==> config.mk <==
export PLATFORM = sky130hd
export DESIGN_NAME = lzwd_cmd_fifo
export DESIGN_NICKNAME = d
export VERILOG_FILES = /design/src/hw/rtl/lzwd_pkg.sv /design/src/hw/rtl/lzwd_cmd_fifo.sv
export SDC_FILE = /design/constraint.sdc
export NUM_CORES = 1
export LEC_CHECK = 0
export ABC_CLOCK_PERIOD_IN_PS = 2200
export BUFFER_PORTS_ARGS = -buffer_cell sky130_fd_sc_hd__buf_2
export CAP_MARGIN = 20
export CORE_ASPECT_RATIO = 0.75
export CORE_UTILIZATION = 30
export DETAILED_ROUTE_END_ITERATION = 8
export GPL_TIMING_DRIVEN = 0
export HOLD_SLACK_MARGIN = 0.12
export PLACE_DENSITY = 0.47
export SLEW_MARGIN = 20
export SYNTH_ARGS = -nofsm -noshare
export SYNTH_HDL_FRONTEND = slang
export SYNTH_SLANG_ARGS = --single-unit
==> constraint.sdc <==
create_clock -name clk -period 2.2 [get_ports clk]
set_clock_uncertainty 0.15 [all_clocks]
set_input_delay 0.44 -clock clk [delete_from_list [all_inputs] [get_ports clk]]
set_output_delay 0.44 -clock clk [all_outputs]
set_load 0.01 [all_outputs]
==> src/hw/rtl/lzwd_pkg.sv <==
`default_nettype none
package lzwd_pkg;

  // history window and copy limits
  localparam int HIST_DEPTH = 4096;
  localparam int MAX_COPY   = 18;

  localparam int HIST_AW = $clog2(HIST_DEPTH);
  localparam int PC_W    = $clog2(HIST_DEPTH + 1);
  localparam int LEN_W   = $clog2(MAX_COPY + 1);
  localparam int OFF_W   = 12;
  localparam int TMP_W   = OFF_W + 2;

  localparam logic [7:0] MAGIC_BYTE  = 8'hAB;
  localparam logic [7:0] OFF_HI_MASK = 8'h0F;
  localparam int         MIN_MATCH   = 3;
  localparam int         RESULT_LIMIT = 18;

  // command queue between front and back
  localparam int CMDQ_DEPTH = 4;
  localparam int CMDQ_AW    = $clog2(CMDQ_DEPTH);

  // result status codes
  localparam logic [2:0] ST_DATA       = 3'd0;
  localparam logic [2:0] ST_END        = 3'd1;
  localparam logic [2:0] ST_BAD_OFFSET = 3'd2;
  localparam logic [2:0] ST_BAD_LENGTH = 3'd3;
  localparam logic [2:0] ST_TRUNCATED  = 3'd4;
  localparam logic [2:0] ST_BAD_HEADER = 3'd5;

  // configuration register indexes
  localparam logic [0:0] REG_EXPECT_HEADER = 1'b0;

  typedef enum logic [1:0] {
    OP_NONE = 2'd0,
    OP_LIT  = 2'd1,
    OP_COPY = 2'd2,
    OP_STAT = 2'd3
  } op_t;

  typedef struct packed {
    logic [7:0] in_byte;
    logic       stream_end;
  } in_t;

  typedef struct packed {
    logic [7:0] out_byte;
    logic [2:0] status;
    logic       run_last;
  } out_t;

  typedef struct packed {
    op_t              op;
    logic [7:0]       lit;
    logic [LEN_W-1:0] len;
    logic [OFF_W-1:0] off;
    logic [2:0]       status;
    logic             stream_end;
  } cmd_t;

endpackage
`default_nettype wire

==> src/hw/rtl/lzwd_cmd_fifo.sv <==
`default_nettype none
module lzwd_cmd_fifo
  import lzwd_pkg::*;
(
  input  wire logic clk,
  input  wire logic rst_n,
  input  wire logic push,
  input  wire cmd_t push_cmd,
  input  wire logic pop,
  output cmd_t      head_cmd,
  output logic      full,
  output logic      empty
);

  cmd_t               entry_r [CMDQ_DEPTH];
  logic [CMDQ_AW-1:0] wr_ptr_r, wr_ptr_nxt;
  logic [CMDQ_AW-1:0] rd_ptr_r, rd_ptr_nxt;
  logic [CMDQ_AW:0]   count_r, count_nxt;

  assign full     = (count_r == (CMDQ_AW+1)'(CMDQ_DEPTH));
  assign empty    = (count_r == '0);
  assign head_cmd = entry_r[rd_ptr_r];

  // pointer and fill count update
  always_comb begin
    wr_ptr_nxt = wr_ptr_r;
    rd_ptr_nxt = rd_ptr_r;
    count_nxt  = count_r;
    if (push) begin
      wr_ptr_nxt = (wr_ptr_r == CMDQ_AW'(CMDQ_DEPTH - 1)) ? '0 : wr_ptr_r + 1'b1;
    end
    if (pop) begin
      rd_ptr_nxt = (rd_ptr_r == CMDQ_AW'(CMDQ_DEPTH - 1)) ? '0 : rd_ptr_r + 1'b1;
    end
    if (push && !pop) begin
      count_nxt = count_r + 1'b1;
    end else if (pop && !push) begin
      count_nxt = count_r - 1'b1;
    end
  end

  always_ff @(posedge clk) begin
    if (!rst_n) begin
      wr_ptr_r <= '0;
      rd_ptr_r <= '0;
      count_r  <= '0;
    end else begin
      wr_ptr_r <= wr_ptr_nxt;
      rd_ptr_r <= rd_ptr_nxt;
      count_r  <= count_nxt;
    end
  end

  // queue storage
  always_ff @(posedge clk) begin
    if (push) begin
      entry_r[wr_ptr_r] <= push_cmd;
    end
  end

endmodule
`default_nettype wire

==> impl_metrics.ini <==
[place]
io_buffers = 67
placed_cells = 486
dpl.hpwl_mm = 5.71
place_area_mm2 = 0.00565
routabilityCongestion = 0.657
dp_slack_ns = 0.0492

[die]
die_h_um = 113
floorplan.io_pins = 68
core_area_mm2 = 0.0161
num_rows = 40
die_x_um = 150
dieArea_mm2 = 0.0170
initial_core_util_pct = 30.7

[critical_path]
reg2reg_setup_slack_ns = 0.38
path_class = reg2out
cp_slowest_cell = mux4_2
reg2regPathDepth = 3
crit_path_max_fanout = 10
critPathLaunchType = register
crit_chain = buf_12, mux4_2, buf_6
max_stage_delay_ns = 0.54
crit_path_end_kind = primary output
cp.required_ns = 1.61
r2r_start = wr_ptr_r[0]$_SDFFE_PN0P_
crit_arrival_ns = 1.66
worstReg2RegEnd = entry_r[3][4]$_DFFE_PP_

[clock_tree]
cts_root_buf = clkbuf_16
clk_path_buf_depth = 2
clk_latency_ns = 0.41
clock-sinks = 133
numCtsBuffers = 17
cts_tree = yes
clk_pin_slew_ns = 0.06
h-tree-depth = 4

[power]
switchingPower_w = 0.00139
ir_drop_mv = 0.522
combPwrFrac_pct = 10.2
p_leak_nw = 2.33
p_sw_share_pct = 22.0
seqPwrFrac_pct = 46.5
pwr-share-clk_pct = 43.4
internal-power_w = 0.00493
powerDensity_mw_per_mm2 = 942

[min_path]
min_delay_path_depth = 2
min_to = count_r[0]$_SDFFE_PN0P_
hp-class = in2reg
hold_start = rst_n

[global_route]
track_usage_pct = 11.9
grt_overflow = 0
grt_pass1_vias = 2634
grt_max_degree = 20
grt_pass1_wl_mm = 14.4
antenna_found_initial = 0

[synth]
synth.ff_latch_count = 133
ys_seq_area_share_pct = 79.1
synth.distinct_cells = 21
yosysWarnings = 0
syn-num-nets = 247
syn-mean-instance-area_um2 = 24.1
synth_area_mm2 = 0.00493
synthCells = 205

[routing]
via_count = 2398
wl_per_cell_um = 16.5
drt_first_pass_iters = 3
vias_per_cell = 4.37
wl_mm = 9.07
dr.first_iter.drc_count = 70
drtAntennaViolNets = 0
drcViolationCount = 0

[timing]
finalMaxSlewViolations = 0
min_period_over_period_pct = 102
finalWorstSetupSlack_ns = -0.0459
tns_ns = -0.557
worst_slew_margin_rel_pct = 59.6
fmax_mhz = 445
fin_crit_ns = 2.25
setup_violations = 28
finalHoldViolations = 0
rsz0062_at_grt = yes
worstMarginPinSlew_ns = 0.606

[layout]
antenna_cells = 0
design_area_mm2 = 0.00671
final_nets = 368
fin_cells = 549
layout_commonest_cell = edfxtp_1
final_cell_mix = edfxtp_1, buf_2, dlygate4sd3_1
area_growth_pct = 35.9
drive_above_1_share_pct = 41.9

[status]
outcome = finished, violations left
violations = negative setup slack

[flow_run]
maxCapViolCount = 0
[flip-flops by register name (all words and copies together), names as in the netlist, named ones only]
name	flops
rd_ptr_r	2
entry_r	124
count_r	3
wr_ptr_r	2
[routing by layer]
layer	share of wire (%)	track usage (%)	wire length (µm)
met3	5.3	4.07	480
met4	0.89	4.85	81
met1	46	14.9	4200
met5	0	0	0
met2	47	19.0	4310
[area by class of cell]
class,count,area (µm²)
multi-input cells,62,970
clock inverters,14,153
well taps,210,263
clock buffers,18,429
repair buffers,102,893
plain buffers,6,75.1
fillers,1423,9360
flip-flops and latches,133,3910
inverters,4,15.0
[worst max path at each step]
| stage | startpoint | end | slack [ns] | cells past startpoint |
|---|---|---|---|---|
| after floorplan | pop | count_r[2]$_SDFFE_PN0P_ | 0.33 | 7 |
| after global placement | push | entry_r[2][13]$_DFFE_PP_ | -0.41 | 2 |
| after detailed placement | pop | count_r[2]$_SDFFE_PN0P_ | 0.05 | 8 |
| after global routing | register | head_cmd[21] | -0.11 | 3 |
| final | register | head_cmd[21] | -0.05 | 3 |
| after CTS | register | head_cmd[4] | -0.08 | 3 |
[power groups by stage]
stage	combinational, W	clock, W	sequential, W
after global routing	0.000700	0.00291	0.00295
after floorplan	0.000300	0	0.00298
after CTS	0.000644	0.00281	0.00294
after global placement	0.000501	0	0.00299
final	0.000643	0.00274	0.00293
after detailed placement	0.000538	0	0.00299
[metrics by stage]
stage	total power (W)	hold slack, ns	utilization [%]
2_1_floorplan	0.00328	0.322	-
3_3_place_gp	0.00349	0.337	34.4
3_5_place_dp	0.00352	0.360	35.1
4_1_cts	0.00639	0.173	41.5
5_1_grt	0.00656	0.200	41.7
6_report	0.00632	0.173	41.7
[repair_timing]
action | CTS | global route
gates resized for setup | 24 | 6
hold buffers | 31 | 0
setup endpoints to repair | 31 | 31
endpoints found under the hold margin | 124 | 0
cloned | 0 | 0
setup buffers | 0 | 0
[cells by family (layout without fill, tap and decap cells)]
logic type / Yosys count / after routing / share of synthesized area [%]
muxes: 35 / 35 / 15.0
xor gates and xnor gates: 2 / 2 / 0.355
DFF: 133 / 133 / 79.1
adders and majority gates: 7 / 7 / 1.93
and+or+nand+nor: 15 / 15 / 1.83
AOI/OAI and AO/OA: 3 / 3 / 0.406
buffers and inverters: 10 / 144 / 1.29
[Yosys cell counts]
| cell type | instances | area [µm²] |
|---|---|---|
| xnor2_1 | 1 | 8.76 |
| ha_1 | 6 | 75.1 |
| o21a_1 | 1 | 7.51 |
| or3_1 | 1 | 6.26 |
| xor2_1 | 1 | 8.76 |
| mux4_2 | 30 | 676 |
| o21ai_0 | 1 | 5.00 |
| nor2_1 | 1 | 3.75 |
| buf_6 | 3 | 33.8 |
| dfxtp_1 | 9 | 180 |
| inv_1 | 4 | 15.0 |
| nor3_1 | 2 | 10.0 |
| edfxtp_1 | 124 | 3720 |
| fa_1 | 1 | 20.0 |
| a21boi_0 | 1 | 7.51 |
| mux4_1 | 1 | 26.3 |
| nor2b_1 | 5 | 31.3 |
| mux2i_1 | 4 | 40.0 |
| and2_1 | 5 | 31.3 |
| buf_2 | 3 | 15.0 |
| nor3b_1 | 1 | 7.51 |
[worst max-delay path: cells and delay by family (launching register included)]
family | cells | cell delay, ns
flops | 1 | 0.40
buf+inv | 2 | 0.30
mux | 1 | 0.54
Note: power is estimated with default switching activity, not from simulation.
