**src/hw/rtl/lzwd_pkg.sv**
```systemverilog
`default_nettype none
package lzwd_pkg;

  // history window and copy limits
  localparam int HIST_DEPTH = 4096;
  localparam int MAX_COPY   = 18;

  localparam int HIST_AW = $clog2(HIST_DEPTH);
  localparam int PC_W    = $clog2(HIST_DEPTH + 1);
  localparam int LEN_W   = $clog2(MAX_COPY + 1);
  localparam int OFF_W   = 12;
  localparam int TMP_W   = OFF_W + 2;

  localparam logic [7:0] MAGIC_BYTE  = 8'hAB;
  localparam logic [7:0] OFF_HI_MASK = 8'h0F;
  localparam int         MIN_MATCH   = 3;
  localparam int         RESULT_LIMIT = 18;

  // command queue between front and back
  localparam int CMDQ_DEPTH = 4;
  localparam int CMDQ_AW    = $clog2(CMDQ_DEPTH);

  // result status codes
  localparam logic [2:0] ST_DATA       = 3'd0;
  localparam logic [2:0] ST_END        = 3'd1;
  localparam logic [2:0] ST_BAD_OFFSET = 3'd2;
  localparam logic [2:0] ST_BAD_LENGTH = 3'd3;
  localparam logic [2:0] ST_TRUNCATED  = 3'd4;
  localparam logic [2:0] ST_BAD_HEADER = 3'd5;

  // configuration register indexes
  localparam logic [0:0] REG_EXPECT_HEADER = 1'b0;

  typedef enum logic [1:0] {
    OP_NONE = 2'd0,
    OP_LIT  = 2'd1,
    OP_COPY = 2'd2,
    OP_STAT = 2'd3
  } op_t;

  typedef struct packed {
    logic [7:0] in_byte;
    logic       stream_end;
  } in_t;

  typedef struct packed {
    logic [7:0] out_byte;
    logic [2:0] status;
    logic       run_last;
  } out_t;

  typedef struct packed {
    op_t              op;
    logic [7:0]       lit;
    logic [LEN_W-1:0] len;
    logic [OFF_W-1:0] off;
    logic [2:0]       status;
    logic             stream_end;
  } cmd_t;

endpackage
`default_nettype wire

```
**src/hw/rtl/lzwd_front.sv**
```systemverilog
`default_nettype none
module lzwd_front
  import lzwd_pkg::*;
(
  input  wire logic clk,
  input  wire logic rst_n,
  input  wire logic expect_header,
  input  wire logic in_valid,
  input  wire in_t  in_data,
  output logic      in_stall,
  input  wire logic q_full,
  output logic      push,
  output cmd_t      push_cmd
);

  typedef enum logic [4:0] {
    PH_START   = 5'b00001,
    PH_FLAG    = 5'b00010,
    PH_TOKEN   = 5'b00100,
    PH_OFF_LOW = 5'b01000,
    PH_LEN     = 5'b10000
  } phase_t;

  phase_t          phase_r, phase_nxt;
  logic [7:0]      flags_r, flags_nxt;
  logic [2:0]      tok_idx_r, tok_idx_nxt;
  logic [3:0]      off_hi_r, off_hi_nxt;
  logic [7:0]      off_lo_r, off_lo_nxt;
  logic            rejected_r, rejected_nxt;
  logic [PC_W-1:0] produced_r, produced_nxt;

  logic             accept;
  logic [7:0]       b;
  logic             last_byte;
  logic [OFF_W-1:0] off;
  logic             off_bad;
  logic [LEN_W-1:0] add_amt;
  logic             add_en;
  logic [PC_W:0]    psum;

  assign in_stall  = q_full;
  assign accept    = in_valid && !q_full;
  assign b         = in_data.in_byte;
  assign last_byte = in_data.stream_end;
  assign off       = {off_hi_r, off_lo_r};
  assign off_bad   = (off == '0) || (TMP_W'(off) > TMP_W'(produced_r));
  assign psum      = (PC_W+1)'(produced_r) + (PC_W+1)'(add_amt);

  // token parser: classify each byte into a command for the back end
  always_comb begin
    phase_nxt    = phase_r;
    flags_nxt    = flags_r;
    tok_idx_nxt  = tok_idx_r;
    off_hi_nxt   = off_hi_r;
    off_lo_nxt   = off_lo_r;
    rejected_nxt = rejected_r;
    produced_nxt = produced_r;
    add_amt      = '0;
    add_en       = 1'b0;
    push_cmd     = '{op: OP_NONE, lit: b, len: '0, off: off, status: ST_DATA,
                     stream_end: last_byte};

    if (!rejected_r) begin
      case (phase_r)
        PH_START: begin
          if (expect_header) begin
            if (b == MAGIC_BYTE) begin
              phase_nxt = PH_FLAG;
            end else begin
              push_cmd.op     = OP_STAT;
              push_cmd.status = ST_BAD_HEADER;
              rejected_nxt    = 1'b1;
            end
          end else begin
            flags_nxt   = b;
            tok_idx_nxt = '0;
            phase_nxt   = PH_TOKEN;
          end
        end
        PH_FLAG: begin
          flags_nxt   = b;
          tok_idx_nxt = '0;
          phase_nxt   = PH_TOKEN;
        end
        PH_TOKEN: begin
          if (flags_r[tok_idx_r]) begin
            off_hi_nxt = 4'(b & OFF_HI_MASK);
            phase_nxt  = PH_OFF_LOW;
            if (last_byte) begin
              push_cmd.op     = OP_STAT;
              push_cmd.status = ST_TRUNCATED;
            end
          end else begin
            push_cmd.op = OP_LIT;
            add_amt     = LEN_W'(1);
            add_en      = 1'b1;
            if (tok_idx_r == 3'd7) begin
              tok_idx_nxt = '0;
              phase_nxt   = PH_FLAG;
            end else begin
              tok_idx_nxt = tok_idx_r + 1'b1;
              phase_nxt   = PH_TOKEN;
            end
          end
        end
        PH_OFF_LOW: begin
          off_lo_nxt = b;
          phase_nxt  = PH_LEN;
          if (last_byte) begin
            push_cmd.op     = OP_STAT;
            push_cmd.status = ST_TRUNCATED;
          end
        end
        PH_LEN: begin
          if (off_bad) begin
            push_cmd.op     = OP_STAT;
            push_cmd.status = ST_BAD_OFFSET;
            phase_nxt       = PH_FLAG;
          end else if (b > 8'(MAX_COPY - MIN_MATCH)) begin
            push_cmd.op     = OP_STAT;
            push_cmd.status = ST_BAD_LENGTH;
            phase_nxt       = PH_FLAG;
          end else begin
            push_cmd.op  = OP_COPY;
            push_cmd.len = LEN_W'(b) + LEN_W'(MIN_MATCH);
            add_amt      = push_cmd.len;
            add_en       = 1'b1;
            if (tok_idx_r == 3'd7) begin
              tok_idx_nxt = '0;
              phase_nxt   = PH_FLAG;
            end else begin
              tok_idx_nxt = tok_idx_r + 1'b1;
              phase_nxt   = PH_TOKEN;
            end
          end
        end
        default: begin
          phase_nxt = PH_START;
        end
      endcase
    end

    // bytes produced so far, saturating at the window size
    if (add_en) begin
      produced_nxt = (psum > (PC_W+1)'(HIST_DEPTH)) ? PC_W'(HIST_DEPTH) : psum[PC_W-1:0];
    end

    // end of stream returns to a fresh stream
    if (last_byte) begin
      phase_nxt    = PH_START;
      flags_nxt    = '0;
      tok_idx_nxt  = '0;
      off_hi_nxt   = '0;
      off_lo_nxt   = '0;
      rejected_nxt = 1'b0;
      produced_nxt = '0;
    end
  end

  assign push = accept && ((push_cmd.op != OP_NONE) || last_byte);

  always_ff @(posedge clk) begin
    if (!rst_n) begin
      phase_r    <= PH_START;
      flags_r    <= '0;
      tok_idx_r  <= '0;
      off_hi_r   <= '0;
      off_lo_r   <= '0;
      rejected_r <= 1'b0;
      produced_r <= '0;
    end else if (accept) begin
      phase_r    <= phase_nxt;
      flags_r    <= flags_nxt;
      tok_idx_r  <= tok_idx_nxt;
      off_hi_r   <= off_hi_nxt;
      off_lo_r   <= off_lo_nxt;
      rejected_r <= rejected_nxt;
      produced_r <= produced_nxt;
    end
  end

endmodule
`default_nettype wire

```
**config.mk**
```make
export PLATFORM = sky130hd
export DESIGN_NAME = lzwd_front
export DESIGN_NICKNAME = d
export VERILOG_FILES = /design/src/hw/rtl/lzwd_pkg.sv /design/src/hw/rtl/lzwd_front.sv
export SDC_FILE = /design/constraint.sdc
export NUM_CORES = 1
export LEC_CHECK = 0
export BUFFER_PORTS_ARGS = -buffer_cell sky130_fd_sc_hd__buf_4
export CAP_MARGIN = 25
export CORE_MARGIN = 10
export CORE_UTILIZATION = 56
export CTS_BUF_LIST = sky130_fd_sc_hd__clkbuf_2 sky130_fd_sc_hd__clkbuf_4 sky130_fd_sc_hd__clkbuf_8
export DETAILED_ROUTE_END_ITERATION = 8
export GPL_TIMING_DRIVEN = 1
export PLACE_DENSITY_LB_ADDON = 0.08
export SYNTH_ARGS = -nofsm -noshare
export SYNTH_HDL_FRONTEND = slang
export SYNTH_SLANG_ARGS = --single-unit
```
**constraint.sdc**
```tcl
create_clock -name clk -period 6.68 [get_ports clk]
set_clock_uncertainty 0.2 [all_clocks]
set_input_delay 1.336 -clock clk [delete_from_list [all_inputs] [get_ports clk]]
set_output_delay 1.336 -clock clk [all_outputs]
set_load 0.01 [all_outputs]
```
==> impl_results.md <==
* Root Driver: clkbuf_8
* Top cells by instance count after synthesis: 62 x nor2_1, 42 x dfxtp_1, 31 x nand2_1, 23 x mux2i_1, 22 x nand3_1
* Max clock buf depth at 2
* Full die area at 8860 sq um
* Post-synth EDFFs at 0
* WP data required at 6.70 ns
* Global-route wire length before repair at 13400 microns
* Initial Utilization at 59.2%
* RSZ-0062 raised after global routing: false
* # H-tree levels at 2
* Average wire per standard cell at 16.2 microns
* Finish-stage setup viols at 0
* Type of element launching the critical path: flop
* Post-cts gate resize count at 0
* Largest area contributor in the netlist: dfxtp_1
* R2R cell count at 17
* Arrival time at the worst endpoint at 5.40 ns
* CTS Sinks at 42
* Synth top area cells: dfxtp_1 27%, ha_1 8.5%, nor2_1 7.6%
* Die width at 94.2 microns
* Drt initial violations at 124
* Gr usage total at 18.3%
* Average size of a mapped cell at 7.84 sq um
* Ports at 47
* Yosys warns at 0
* Max_slew headroom at 31.0%
* Crit. End Element: flop
* Max-cap violations at 0
* CTS tree: done
* Post-DP HPWL at 6240 microns
* Peak VDD IR at 90.5 uV
* Fin. max-slew vios at 0
* Status: finished clean
* Worst skew pair latency at 0.30 ns
* Worst-margin pin slew at 1.04 ns
* # Post-CTS Setup Buffers at 0
* Fin crit share at 80.5%
* Routability cong. at 0.901
* Yosys reg bits at 42
* FFs w/ async S/R, synth at 0%
* Share of the synthesized area in the top cell type at 27.3%
* Routed vias/inst at 5.73
* Post-CTS Hold Buffers at 0
* Syn-to-layout area delta at 13.3%
* Setup Total Neg Slack at 0 ns
* Maximum operating frequency at 186 MHz
* Final WL at 7970 microns
* Lkg Pwr at 0.00148 uW
* Total vias in the final route at 2817
* Post-DP Area at 3400 sq um
* Die Ht at 94.2 microns
* Number of global-route vias before repair at 2756
* Synthesized cell area at 3080 sq um
* Cell variety after synth at 60
* Hold Crit Class: reg2reg
* Num CTS Buffers at 5
* Congestion Overflow GR at 0
* Fillers at 466
* Min-Delay Path Depth at 2
* Most common cell in the netlist: nor2_1
* PortBufs at 46
* Post-Syn Nets at 429
* Routed Antenna Nets at 0
* Syn Inst Count at 393
* Worst-path maximum fanout at 11
* Share of cells above drive strength 1 at 15.4%
* Final Instance Area at 3490 sq um
* Register area share after synthesis at 27.3%
* # nets final at 457
* Min Tclk post-route at 5.37 ns
* Residual DRC count at 0
* # rows at 26
* First-pass DRT Iterations at 4
* Largest net degree at the start of global routing at 33
* P per Cell Area at 149 nW/um^2
* CP Class: reg2reg
* Clock transition at path regs at 0.08 ns
* Primary FF master, synth: dfxtp_1
* Hold Violations, Final at 0
* Number of diodes at 0
* Core Area at 5200 sq um
* Initial antenna violation count at 0
[state kept, by name, indices dropped and copies added, names as in the netlist]
| register | count |
|---|---|
| flags_r | 8 |
| off_hi_r | 4 |
| off_lo_r | 8 |
| phase_r | 5 |
| produced_r | 13 |
| rejected_r | 1 |
| tok_idx_r | 3 |
[cell type report]
| class | instances | area (sq um) | share of cell area (%) |
|---|---|---|---|
| well taps | 70 | 87.6 | 2.51 |
| clock inverters | 3 | 25.0 | 0.717 |
| multi-input cells | 305 | 2020 | 58.0 |
| clock buffers | 5 | 68.8 | 1.97 |
| repair buffers | 48 | 373 | 10.7 |
| inverters | 19 | 71.3 | 2.04 |
| flip-flops and latches | 42 | 841 | 24.1 |
[worst max-delay path, stage by stage, from the launching register on]
cell and delay (ns):
dfxtp_1 0.46, inv_1 0.11, ha_1 0.30, nand4b_1 0.15, or4_1 0.49, o211ai_1 0.15
nand4_1 0.23, nand2b_1 0.34, nor4bb_1 0.35, ha_1 0.35, nor2_1 0.07, o21a_1 0.13
or4_1 0.57, mux2i_1 0.18, o32ai_4 0.47, buf_4 0.25, or3b_1 0.36, a21oi_1 0.14
[stage by stage]
step	total power (uW)	std cells	setup WS [ns]	hold slack [ns]	util (%)
after floorplan	322	393	1.85	0.249	-
after global placement	351	483	1.29	0.267	64.9
after detailed placement	354	484	1.16	0.271	65.2
after CTS	525	492	1.33	0.284	67.0
after global routing	547	492	0.853	0.307	67.0
final	520	492	1.31	0.285	67.0
[cells by family after synthesis]
| logic type | synth area share [%] |
|---|---|
| xor gates and xnor gates | 2.28 |
| AOI/OAI and AO/OA | 16.0 |
| and+or+nand+nor | 27.7 |
| DFF | 27.3 |
| muxes | 10.5 |
| adders and majority gates | 9.18 |
| buffers and inverters | 6.99 |
[metal layers]
layer	global-route usage, %	part of all wire, %
met1	21.2	43
met2	33.1	52
met3	3.12	3.2
met4	5.70	1.3
met5	0	0
[worst paths after layout]
path                       start            end  slack (ns)
setup / recovery  produced_r[10]  produced_r[3]        1.31
hold / removal     produced_r[4]  produced_r[4]        0.29
setup reg to reg  produced_r[10]  produced_r[3]        1.31
hold reg to reg    produced_r[4]  produced_r[4]        0.29
[power breakdown]
part	total, uW	switching (uW)	internal (uW)	leakage, uW
registers	259	4.80	254	0.000339
clock network	172	96.4	75.5	0.0000447
logic	89.5	49.6	39.9	0.00109
[placed cells by master (no fill, tap or decap), types with 5 or more instances in the layout]
| master | n |
|---|---|
| nor3_1 | 6 |
| o21ai_0 | 17 |
| dfxtp_1 | 42 |
| a31oi_1 | 8 |
| o21a_1 | 5 |
| a21oi_1 | 21 |
| mux2i_1 | 23 |
| nand3_1 | 22 |
| nor4_1 | 5 |
| xor2_1 | 7 |
| nand2_1 | 31 |
| ha_1 | 21 |
| nand4_1 | 6 |
| clkbuf_8 | 5 |
| buf_4 | 47 |
| inv_1 | 18 |
| nor2_1 | 62 |
| nor2b_1 | 11 |
Note: power is estimated with default switching activity, not from simulation.
